==> config.mk <==
export PLATFORM = sky130hd
export DESIGN_NAME = epoch_seconds_to_calendar_date
export DESIGN_NICKNAME = d
export VERILOG_FILES = /design/src/sv/ecd_pkg.sv /design/src/sv/ecd_divu.sv /design/src/sv/epoch_seconds_to_calendar_date.sv
export SDC_FILE = /design/constraint.sdc
export NUM_CORES = 2
export LEC_CHECK = 0
export CAP_MARGIN = 10
export CORE_ASPECT_RATIO = 0.7
export CORE_MARGIN = 1
export CORE_UTILIZATION = 65
export CTS_CLUSTER_SIZE = 20
export DETAILED_ROUTE_END_ITERATION = 8
export DONT_BUFFER_PORTS = 1
export PLACE_DENSITY = 0.81
export RECOVER_POWER = 25
export SYNTH_ARGS = -nofsm -noshare
export SYNTH_HDL_FRONTEND = slang
export SYNTH_SLANG_ARGS = --single-unit
==> constraint.sdc <==
create_clock -name aclk -period 16.9 [get_ports aclk]
set_clock_uncertainty 0.05 [all_clocks]
set_input_delay 0 -clock aclk [delete_from_list [all_inputs] [get_ports aclk]]
set_output_delay 0 -clock aclk [all_outputs]
set_load 0.01 [all_outputs]
==> src/sv/ecd_pkg.sv <==
`default_nettype none

package ecd_pkg;

    localparam logic [11:0] EpochYear   = 12'd1970;
    localparam logic [10:0] DaysPerYear = 11'd365;
    localparam logic [10:0] DaysLeap    = 11'd366;
    localparam logic [1:0]  LastYearIdx = 2'd3;
    localparam logic [1:0]  LeapYearIdx = 2'd2;
    localparam logic [3:0]  FebIdx      = 4'd1;
    localparam logic [15:0] WdayOffset  = 16'd4;   // 1970-01-01 was a Thursday

    // constant divisors handled by the shared multiply unit
    typedef enum logic [1:0] {
        DIV_BY_60   = 2'd0,
        DIV_BY_24   = 2'd1,
        DIV_BY_1461 = 2'd2,
        DIV_BY_7    = 2'd3
    } div_sel_t;

    typedef struct packed {
        logic        start;
        div_sel_t    sel;
        logic [31:0] x;
    } div_req_t;

    typedef struct packed {
        logic        done;
        logic [31:0] quo;
        logic [10:0] rem;
    } div_rsp_t;

    // Reciprocals: q = (x * magic) >> 37 for /60, >> 32 for the others.
    // /60 is exact over all 32-bit x; the others only see small operands.
    function automatic logic [31:0] div_magic(input div_sel_t sel);
        logic [31:0] m;
        unique case (sel)
            DIV_BY_60:   m = 32'h8888_8889;
            DIV_BY_24:   m = 32'd178956971;
            DIV_BY_1461: m = 32'd2939745;
            DIV_BY_7:    m = 32'd613566757;
            default:     m = '0;
        endcase
        return m;
    endfunction

    function automatic logic [10:0] div_divisor(input div_sel_t sel);
        logic [10:0] d;
        unique case (sel)
            DIV_BY_60:   d = 11'd60;
            DIV_BY_24:   d = 11'd24;
            DIV_BY_1461: d = 11'd1461;
            DIV_BY_7:    d = 11'd7;
            default:     d = '0;
        endcase
        return d;
    endfunction

    function automatic logic [4:0] month_len(input logic [3:0] idx);
        logic [4:0] len;
        case (idx)
            4'd1:                      len = 5'd28;
            4'd3, 4'd5, 4'd8, 4'd10:   len = 5'd30;
            default:                   len = 5'd31;
        endcase
        return len;
    endfunction

endpackage

`default_nettype wire

==> src/sv/ecd_divu.sv <==
`default_nettype none

// Shared constant divider: one 32x32 multiplier used twice per operation,
// first for the reciprocal product, then for quotient times divisor.
// A new request is taken in the cycle the previous result is shown.
module ecd_divu import ecd_pkg::*; (
    input  logic     aclk,
    input  logic     aresetn,
    input  div_req_t req,
    output div_rsp_t rsp
);

    typedef enum logic [2:0] {
        PH_IDLE = 3'b001,
        PH_MUL  = 3'b010,
        PH_BACK = 3'b100
    } phase_t;

    phase_t      phase_reg, phase_next;
    div_sel_t    sel_reg;
    logic [31:0] x_reg;
    logic [63:0] prod_reg;
    logic [31:0] quo_reg;

    logic        take;
    logic [31:0] quo_cur;
    logic [31:0] mul_a, mul_b;
    logic [63:0] prod_next;

    assign take = req.start && (phase_reg == PH_IDLE || phase_reg == PH_BACK);

    assign quo_cur = (sel_reg == DIV_BY_60) ? {5'b0, prod_reg[63:37]} : prod_reg[63:32];

    assign mul_a     = take ? req.x : quo_cur;
    assign mul_b     = take ? div_magic(req.sel) : {21'b0, div_divisor(sel_reg)};
    assign prod_next = 64'(mul_a) * 64'(mul_b);

    always_comb begin
        phase_next = phase_reg;
        unique case (phase_reg)
            PH_IDLE: if (take) phase_next = PH_MUL;
            PH_MUL:  phase_next = PH_BACK;
            PH_BACK: phase_next = take ? PH_MUL : PH_IDLE;
            default: phase_next = PH_IDLE;
        endcase
    end

    always_ff @(posedge aclk) begin
        if (!aresetn) begin
            phase_reg <= PH_IDLE;
        end else begin
            phase_reg <= phase_next;
        end
    end

    always_ff @(posedge aclk) begin
        if (take) begin
            x_reg    <= req.x;
            sel_reg  <= req.sel;
            prod_reg <= prod_next;
        end else if (phase_reg == PH_MUL) begin
            quo_reg  <= quo_cur;
            prod_reg <= prod_next;
        end
    end

    // remainder is below 2^11, so the low bits of the difference suffice
    assign rsp.done = (phase_reg == PH_BACK);
    assign rsp.quo  = quo_reg;
    assign rsp.rem  = x_reg[10:0] - prod_reg[10:0];

endmodule

`default_nettype wire

==> src/sv/epoch_seconds_to_calendar_date.sv <==
// Channel   Handshake         Payload
// s_        s_valid/s_ready   s_timestamp (32b unsigned seconds)
// m_        m_valid/m_ready   m_second_of_minute .. m_week_number, m_zone_out
// cfg_      cfg_wr_en         cfg_wr_data (17b signed zone offset)
//
// One timestamp passes from accept to result through seven constant
// divisions on the shared multiplier, 1 to 4 year steps and 1 to 12 month
// steps on a compare/subtract.
// s_ready is high only while the sequencer is idle; the result register lets
// the next timestamp in while an earlier result waits on m_ready.
// Synchronous active-low reset clears the sequencer, m_valid and zone offset.
`default_nettype none

module epoch_seconds_to_calendar_date import ecd_pkg::*; (
    input  logic               aclk,
    input  logic               aresetn,

    input  logic               s_valid,
    output logic               s_ready,
    input  logic [31:0]        s_timestamp,

    output logic               m_valid,
    input  logic               m_ready,
    output logic [5:0]         m_second_of_minute,
    output logic [5:0]         m_minute_of_hour,
    output logic [4:0]         m_hour_of_day,
    output logic [4:0]         m_day_of_month,
    output logic [3:0]         m_month_number,
    output logic [11:0]        m_year_number,
    output logic [8:0]         m_ordinal_day,
    output logic [2:0]         m_weekday_number,
    output logic [5:0]         m_week_number,
    output logic signed [16:0] m_zone_out,

    input  logic               cfg_wr_en,
    input  logic signed [16:0] cfg_wr_data
);

    typedef enum logic [11:0] {
        S_IDLE  = 12'b000000000001,
        S_SEC   = 12'b000000000010,
        S_MIN   = 12'b000000000100,
        S_HOUR  = 12'b000000001000,
        S_CYC   = 12'b000000010000,
        S_WDAY  = 12'b000000100000,
        S_YEAR  = 12'b000001000000,
        S_MONTH = 12'b000010000000,
        S_JAN   = 12'b000100000000,
        S_JANW  = 12'b001000000000,
        S_WEEK  = 12'b010000000000,
        S_OUT   = 12'b100000000000
    } state_t;

    state_t             state_reg, state_next;
    logic signed [16:0] zone_reg;

    logic [5:0]  sec_reg, min_reg;
    logic [4:0]  hour_reg;
    logic [15:0] days_reg;
    logic [5:0]  cyc_reg;
    logic [10:0] rem_reg;
    logic [1:0]  yic_reg;
    logic [8:0]  doy_reg;
    logic [3:0]  month_reg;
    logic [2:0]  wday_reg;
    logic [5:0]  week_reg;
    logic        m_valid_reg;

    div_req_t    req;
    div_rsp_t    rsp;

    logic        s_fire;
    logic        out_free;
    logic        leap;
    logic [4:0]  mlen;
    logic [15:0] jan_base;
    logic [8:0]  ordinal;

    ecd_divu u_divu (
        .aclk    (aclk),
        .aresetn (aresetn),
        .req     (req),
        .rsp     (rsp)
    );

    assign s_ready  = (state_reg == S_IDLE);
    assign s_fire   = s_valid && s_ready;
    assign out_free = !m_valid_reg || m_ready;

    // year index 2 of each four-year cycle is the leap year
    assign leap     = (yic_reg == LeapYearIdx);
    assign mlen     = month_len(month_reg) + {4'b0, (leap && month_reg == FebIdx)};
    assign jan_base = days_reg - {7'b0, doy_reg} + WdayOffset;
    assign ordinal  = doy_reg + 9'd1;

    // divider requests
    always_comb begin
        req = '0;
        unique case (state_reg)
            S_IDLE: begin
                req.start = s_fire;
                req.sel   = DIV_BY_60;
                req.x     = s_timestamp;
            end
            S_SEC: begin
                req.start = rsp.done;
                req.sel   = DIV_BY_60;
                req.x     = rsp.quo;
            end
            S_MIN: begin
                req.start = rsp.done;
                req.sel   = DIV_BY_24;
                req.x     = rsp.quo;
            end
            S_HOUR: begin
                req.start = rsp.done;
                req.sel   = DIV_BY_1461;
                req.x     = rsp.quo;
            end
            S_CYC: begin
                req.start = rsp.done;
                req.sel   = DIV_BY_7;
                req.x     = {16'b0, days_reg} + 32'(WdayOffset);
            end
            S_JAN: begin
                req.start = 1'b1;
                req.sel   = DIV_BY_7;
                req.x     = {16'b0, jan_base};
            end
            S_JANW: begin
                req.start = rsp.done;
                req.sel   = DIV_BY_7;
                req.x     = {23'b0, ordinal} + {29'b0, rsp.rem[2:0]};
            end
            default: req = '0;
        endcase
    end

    always_comb begin
        state_next = state_reg;
        unique case (state_reg)
            S_IDLE:  if (s_fire) state_next = S_SEC;
            S_SEC:   if (rsp.done) state_next = S_MIN;
            S_MIN:   if (rsp.done) state_next = S_HOUR;
            S_HOUR:  if (rsp.done) state_next = S_CYC;
            S_CYC:   if (rsp.done) state_next = S_WDAY;
            S_WDAY:  if (rsp.done) state_next = S_YEAR;
            S_YEAR: begin
                if (rem_reg < DaysPerYear || yic_reg == LastYearIdx ||
                    (yic_reg == LeapYearIdx && rem_reg == DaysPerYear)) begin
                    state_next = S_MONTH;
                end
            end
            S_MONTH: if ({6'b0, mlen} > rem_reg) state_next = S_JAN;
            S_JAN:   state_next = S_JANW;
            S_JANW:  if (rsp.done) state_next = S_WEEK;
            S_WEEK:  if (rsp.done) state_next = S_OUT;
            S_OUT:   if (out_free) state_next = S_IDLE;
            default: state_next = S_IDLE;
        endcase
    end

    always_ff @(posedge aclk) begin
        if (!aresetn) begin
            state_reg   <= S_IDLE;
            zone_reg    <= '0;
            m_valid_reg <= 1'b0;
        end else begin
            state_reg <= state_next;
            if (cfg_wr_en) begin
                zone_reg <= cfg_wr_data;
            end
            if (state_reg == S_OUT && out_free) begin
                m_valid_reg <= 1'b1;
            end else if (m_ready) begin
                m_valid_reg <= 1'b0;
            end
        end
    end

    // working registers
    always_ff @(posedge aclk) begin
        unique case (state_reg)
            S_SEC:  if (rsp.done) sec_reg <= rsp.rem[5:0];
            S_MIN:  if (rsp.done) min_reg <= rsp.rem[5:0];
            S_HOUR: begin
                if (rsp.done) begin
                    hour_reg <= rsp.rem[4:0];
                    days_reg <= rsp.quo[15:0];
                end
            end
            S_CYC: begin
                if (rsp.done) begin
                    cyc_reg <= rsp.quo[5:0];
                    rem_reg <= rsp.rem;
                    yic_reg <= '0;
                end
            end
            S_WDAY: if (rsp.done) wday_reg <= rsp.rem[2:0];
            S_YEAR: begin
                if (rem_reg < DaysPerYear || yic_reg == LastYearIdx ||
                    (yic_reg == LeapYearIdx && rem_reg == DaysPerYear)) begin
                    doy_reg   <= rem_reg[8:0];
                    month_reg <= '0;
                end else begin
                    rem_reg <= rem_reg - ((yic_reg == LeapYearIdx) ? DaysLeap : DaysPerYear);
                    yic_reg <= yic_reg + 2'd1;
                end
            end
            S_MONTH: begin
                month_reg <= month_reg + 4'd1;
                if ({6'b0, mlen} <= rem_reg) begin
                    rem_reg <= rem_reg - {6'b0, mlen};
                end
            end
            S_WEEK: if (rsp.done) week_reg <= rsp.quo[5:0] + 6'd1;
            default: ;
        endcase
    end

    // result register
    always_ff @(posedge aclk) begin
        if (state_reg == S_OUT && out_free) begin
            m_second_of_minute <= sec_reg;
            m_minute_of_hour   <= min_reg;
            m_hour_of_day      <= hour_reg;
            m_day_of_month     <= rem_reg[4:0] + 5'd1;
            m_month_number     <= month_reg;
            m_year_number      <= EpochYear + {4'b0, cyc_reg, 2'b00} + {10'b0, yic_reg};
            m_ordinal_day      <= ordinal;
            m_weekday_number   <= wday_reg;
            m_week_number      <= week_reg;
            m_zone_out         <= zone_reg;
        end
    end

    assign m_valid = m_valid_reg;

endmodule

`default_nettype wire

; Yosys cells after proc, flatten, opt, wreduce, memory -nomap -nowiden
; Index checks and enable logic that the tools add are counted.
[word_totals]
register_bits = 289
input_bits = 54
elab_cells = 158
out_inout_bits = 75
[op_classes]
order_cmp = 3
n_mul = 1
reduce_logical = 30
bitwise_logic = 1
n_mux = 36
addsub = 15
n_eq_ne = 43
[op_table]
columns = op, count
row1 = $pmux 35 s7, 1
row2 = $pmux 12 s12, 1
row3 = $mux 12, 11
row4 = $mux 64, 2
row5 = $pmux 32 s4, 1
row6 = $mux 32, 3
row7 = $mul 32x32->64, 1
row8 = $pmux 11 s4, 1
row9 = $mux 11, 3
row10 = $pmux 11 s3, 1
row11 = $ne 2x2->1 const B, 12
row12 = $reduce_and 2->1, 9
row13 = $add 16x3->17 const B, 1
row14 = $add 16x3->16 const B, 1
row15 = $sub 16x9->16, 1
row16 = $add 11x8->12 const A, 1
row17 = $add 12x2->12, 1
row18 = $eq 12x1->1 const B, 1
row19 = $eq 12x10->1 const B, 1
row20 = $eq 12x11->1 const B, 1
row21 = $eq 12x12->1 const B, 1
row22 = $eq 12x2->1 const B, 1
row23 = $eq 12x3->1 const B, 1
row24 = $eq 12x4->1 const B, 1
row25 = 47 further kinds, 71

; Logic depth before layout (Yosys ltp)
[logic_depth]
depth_word = 9
mapped_depth = 43
mapped_depth_nobuf = 41

; By module
; From an unflattened synthesis, not the netlist that was laid out.
[hier_totals]
hier_cells = 4412
hier_area_um2 = 42934.9
[by_module_without_submodules]
columns = mod, seq_area_each_um2, cells_per_inst, area_per_inst_um2, n_inst
row1 = ecd_divu, 2702.6, 3635, 33742.4, 1
row2 = epoch_seconds_to_calendar_date, 5014.8, 777, 9192.6, 1

; Worst setup path after synthesis
; OpenSTA, ideal clock, no wires.
[synth_timing]
path_kind = flip-flop to flip-flop
start = reg doy_reg[2]
end = reg u_divu.prod_reg[58], data pin
setup_ns = 0.259
path_stages_with_launch = 38
path_buffers = 1
period_less_slack_ns = 10.035
required_time_ns = 16.591
path_slack_ns = 6.865
arrival_time_ns = 9.726
cell_sequence = edfxtp_1 -> ha_1 -> inv_1 -> ha_1 -> a21o_1 -> a21oi_1 -> o21ai_0 -> a2111oi_0 -> o41ai_1 -> nand2_1 -> o31ai_1 -> a221oi_1 -> nor2_1 -> and2_1 -> fa_1 -> inv_1 -> fa_1 -> inv_1 -> [... 2 more ...] -> fa_1 -> fa_1 -> fa_1 -> inv_1 -> fa_1 -> inv_1 -> ha_1 -> clkbuf_1 -> and3_1 -> nand4_1 -> nor4_1 -> o211a_1 -> nor4_1 -> nor3_1 -> a21oi_1 -> o311ai_0 -> a21oi_1 -> xnor2_1
[synth_via]
elab_chain_cells = 7
elab_cells_between_ends = 9
classes_between = add/sub: 4 / mul: 1 / mux: 4
[synth_lines]
columns = item, line_no
row1 = from (decl), epoch_seconds_to_calendar_date.sv:63  ; logic [8:0] doy_reg;
row2 = from (signal assigned), epoch_seconds_to_calendar_date.sv:203  ; doy_reg <= rem_reg[8:0];
row3 = $sub 16x9->16 or $add 9x1->9 (tied branches), "epoch_seconds_to_calendar_date.sv:93, epoch_seconds_to_calendar_date.sv:94"
row4 = $add 16x3->16 or $add 9x3->10 (tied branches), "epoch_seconds_to_calendar_date.sv:93, epoch_seconds_to_calendar_date.sv:133"
row5 = $pmux 35 s7 (*), epoch_seconds_to_calendar_date.sv:99  ; unique case (state_reg)
row6 = $mux 32 (*), ecd_divu.sv:34  ; assign mul_a = take ? req.x : quo_cur;
row7 = $mul 32x32->64 (*), ecd_divu.sv:36  ; assign prod_next = 64'(mul_a) * 64'(mul_b);
row8 = via u_divu.prod_next[58], ecd_divu.sv:28  ; logic [63:0] prod_next;
row9 = $mux 64, ecd_divu.sv:61  ; end else if (phase_reg == PH_MUL) begin
row10 = $mux 64 (*), ecd_divu.sv:57  ; if (take) begin
row11 = to (signal assigned), ecd_divu.sv:60  ; prod_reg <= prod_next;
row12 = to (signal assigned), ecd_divu.sv:63  ; prod_reg <= prod_next;
row13 = to (decl), ecd_divu.sv:22  ; logic [63:0] prod_reg;
; The timed path passes the listed nets; every way through them passes the cells marked *. The select of a mux whose other input is x is not followed.
; A chain may end at the register's enable or synchronous reset.

; Worst setup path in the final report
[layout_timing]
start = reg state_reg[2]
end = reg u_divu.prod_reg[61], data pin
[layout_via]
elab_chain_cells = 8
elab_cells_between_ends = 20
classes_between = mul: 1 / eq/ne: 10 / mux: 6 / reduce/logical: 3
[layout_lines]
columns = item, line_no
row1 = from (decl), epoch_seconds_to_calendar_date.sv:54  ; state_t state_reg, state_next;
row2 = from (signal assigned), epoch_seconds_to_calendar_date.sv:169  ; state_reg <= state_next;
row3 = "$eq 12x10->1, or another cell as far along", epoch_seconds_to_calendar_date.sv:99
row4 = $pmux 35 s7 (*), epoch_seconds_to_calendar_date.sv:99
row5 = "$eq 2x2->1, or another cell as far along", ecd_pkg.sv:37  ; unique case (sel)
row6 = $pmux 32 s4 or $logic_and 1x1->1 (tied branches), "ecd_pkg.sv:37, ecd_divu.sv:30"
row7 = $mux 32 (on tied branches), "ecd_divu.sv:35, ecd_divu.sv:34"
row8 = $mul 32x32->64 (*), ecd_divu.sv:36
row9 = via u_divu.prod_next[61], ecd_divu.sv:28
row10 = $mux 64, ecd_divu.sv:61
row11 = $mux 64 (*), ecd_divu.sv:57
; Marked as above.

==> impl_metrics.py <==
metrics = {
    "critical_path": {
        "r2r-start": "state_reg[2]",
        "critPathMostFrequentCell": "fa_1",
        "critPathMaxFanout": 51,
        "cp_slowest_cell": "or4_1",
        "path_buf_inv": 5,
        "cp_slowest_stage_delay_ps": 890,
        "ff2ff_path_depth": 32,
        "r2r-end": "u_divu.prod_reg[61]",
        "critPathKind": "reg2reg",
        "critical-path-top-delay-family": "adder cells",
        "cp.arrival_ps": 13150,
        "rrSetupSlack_ps": 4060,
        "crit_path_start_kind": "register",
        "end_kind": "register",
        "crit_required_ps": 17210,
        "startpoint": "state_reg[2]",
    },
    "synth": {
        "syn_area_um2": 42090,
        "yosysTopAreaCellShare_pct": 35.29,
        "synth_top_cell_by_area": "fa_1",
        "synth.most_common_cell": "inv_1",
        "synth_seq_area_share_pct": 18.33,
        "synth_cells": 4315,
        "ys_ff_latch": 268,
        "yosysWarnings": 0,
        "ys_types": 79,
        "async_flop_share_pct": 0,
        "synth_edf_count": 235,
        "syn-mean-instance-area_um2": 9.755,
        "synthFlopType": "edfxtp_1",
        "synth_area_leaders": "fa_1, edfxtp_1, ha_1, inv_1, nor2_1",
        "synth_common_cells": "inv_1, fa_1, ha_1",
        "synth_nets": 5588,
    },
    "grt": {
        "grtUsageTotal_pct": 46.30,
        "grt_pass1_vias": 32600,
        "antenna_found_initial": 8,
        "grt_max_degree": 74,
        "grt_remaining_overflow": 0,
        "grt_pass1_wl_um": 218100,
    },
    "clock_network": {
        "numCtsBuffers": 28,
        "cts_sinks": 268,
        "post-cts-setup-buffer-count": 0,
        "clock_path_buffers": 3,
        "cts_tree": "done",
        "cts-htree-levels": 1,
        "clk_latency_ps": 620,
        "cts.clk_slew.worst_paths_ps": 70,
        "cts_root_buf": "clkbuf_16",
        "post_cts_resized": 0,
        "postCtsHoldBufs": 42,
    },
    "timing": {
        "period_share_pct": 75.97,
        "hold_violations": 0,
        "setup_tns_ps": 0,
        "whs_ps": 63.25,
        "relSlewSlack_pct": 4.596,
        "setup_viol": 0,
        "rsz0062_at_grt": "no",
        "slew_violations": 0,
        "tightestPinTransition_ps": 1416,
        "max_freq_ghz": 0.07788,
        "post-route-min-period_ps": 12840,
    },
    "placement": {
        "dpl_cell_area_um2": 43060,
        "io_buffers": 0,
        "gp_congestion": 1.131,
        "post-dp-hpwl_um": 125800,
    },
    "drt": {
        "postRouteAntennaNets": 0,
        "wl_per_cell_um": 28.86,
        "vias_per_cell": 6.306,
        "detail_route.first_pass.iterations": 6,
        "routed-via-count": 32660,
        "drcViolationCount": 0,
        "drtIter0Drc": 4784,
        "wl_um": 149500,
    },
    "cells_and_area": {
        "largest_reg_flops": 43,
        "final_nets": 5592,
        "drive_gt1_share_pct": 3.732,
        "final_core_util_pct": 69.89,
        "syn2layout_area_growth_pct": 5.576,
        "final_area_um2": 44440,
    },
    "die": {
        "core.rowCount": 77,
        "initial_core_util_pct": 66.20,
        "die_w_um": 306.2,
        "die-area_um2": 65800,
        "die_h_um": 214.9,
        "ios": 129,
        "coreArea_um2": 63590,
    },
    "min_path": {
        "holdCritPathClass": "in2reg",
        "min_path_cells": 5,
        "holdPathEnd": "u_divu.x_reg[6]",
        "hold_start": "s_timestamp[6]",
    },
    "job": {
        "drv_cap": 0,
    },
    "outcome": {
        "status": "finished clean",
    },
}
[cells by family after synthesis]
family          after synthesis  share of synthesized area (%)
simple gates               1054                          10.99
flops                       268                          18.33
fa+ha+maj                  1219                          49.47
buf+inv                    1185                          10.83
compound gates              434                          7.009
xor+xnor                    105                          2.185
mux                          50                          1.192
[worst min-delay path: stages]
cell and delay (ps):
a222oi_1 100, o21ai_0 90, a21oi_1 40, buf_4 200, inv_1 150
[per-layer routing]
layer | vias to the layer above | GRT usage, % | routed length, µm
met1 | 16140 | 67.44 | 60330
met3 | 281 | 30.74 | 31380
met4 | 20 | 7.900 | 3186
met2 | 2738 | 56.08 | 53970
met5 | - | 6.032 | 652
li1 | 13490 | - | -
[per-stage QoR]
stage	instances	setup WS, ps
floorplan	4315	6865
global placement	5076	4589
detailed placement	5076	4473
CTS	5170	4401
global route	5171	3873
finish	5180	4060
[cell type report]
| type | count | area (µm²) |
|---|---|---|
| diodes | 10 | 25.02 |
| clock buffers | 34 | 753.2 |
| clock inverters | 18 | 182.7 |
| fillers | 4783 | 19140 |
| inverters | 1050 | 3941 |
| multi-input cells | 2862 | 29860 |
| flip-flops and latches | 268 | 7717 |
| well taps | 829 | 1037 |
| repair buffers | 109 | 923.4 |
[worst max-delay path by stage]
stage	end	slack, ps	depth (start not counted)
floorplan	u_divu.prod_reg[58]	6860	37
CTS	u_divu.prod_reg[61]	4400	32
detailed placement	u_divu.prod_reg[61]	4470	32
global route	u_divu.prod_reg[61]	3870	32
finish	u_divu.prod_reg[61]	4060	32
global placement	u_divu.prod_reg[61]	4590	32
[cell usage in the layout, fill, tap and decap left out, drive strengths merged, types with 20 or more instances in the layout]
cell type / n
a21o: 57
a21oi: 110
a22oi: 20
and2: 43
and3: 20
buf: 67
clkbuf: 34
dfxtp: 33
dlygate4sd3: 42
edfxtp: 235
fa: 742
ha: 477
inv: 1051
mux2i: 49
nand2: 310
nand2b: 31
nand3: 41
nor2: 473
nor2b: 39
nor3: 23
o21ai: 80
xnor2: 61
xor2: 44
Power is not shown: default switching activity piles up to over one toggle a cycle in this logic, so the estimate is an artifact.
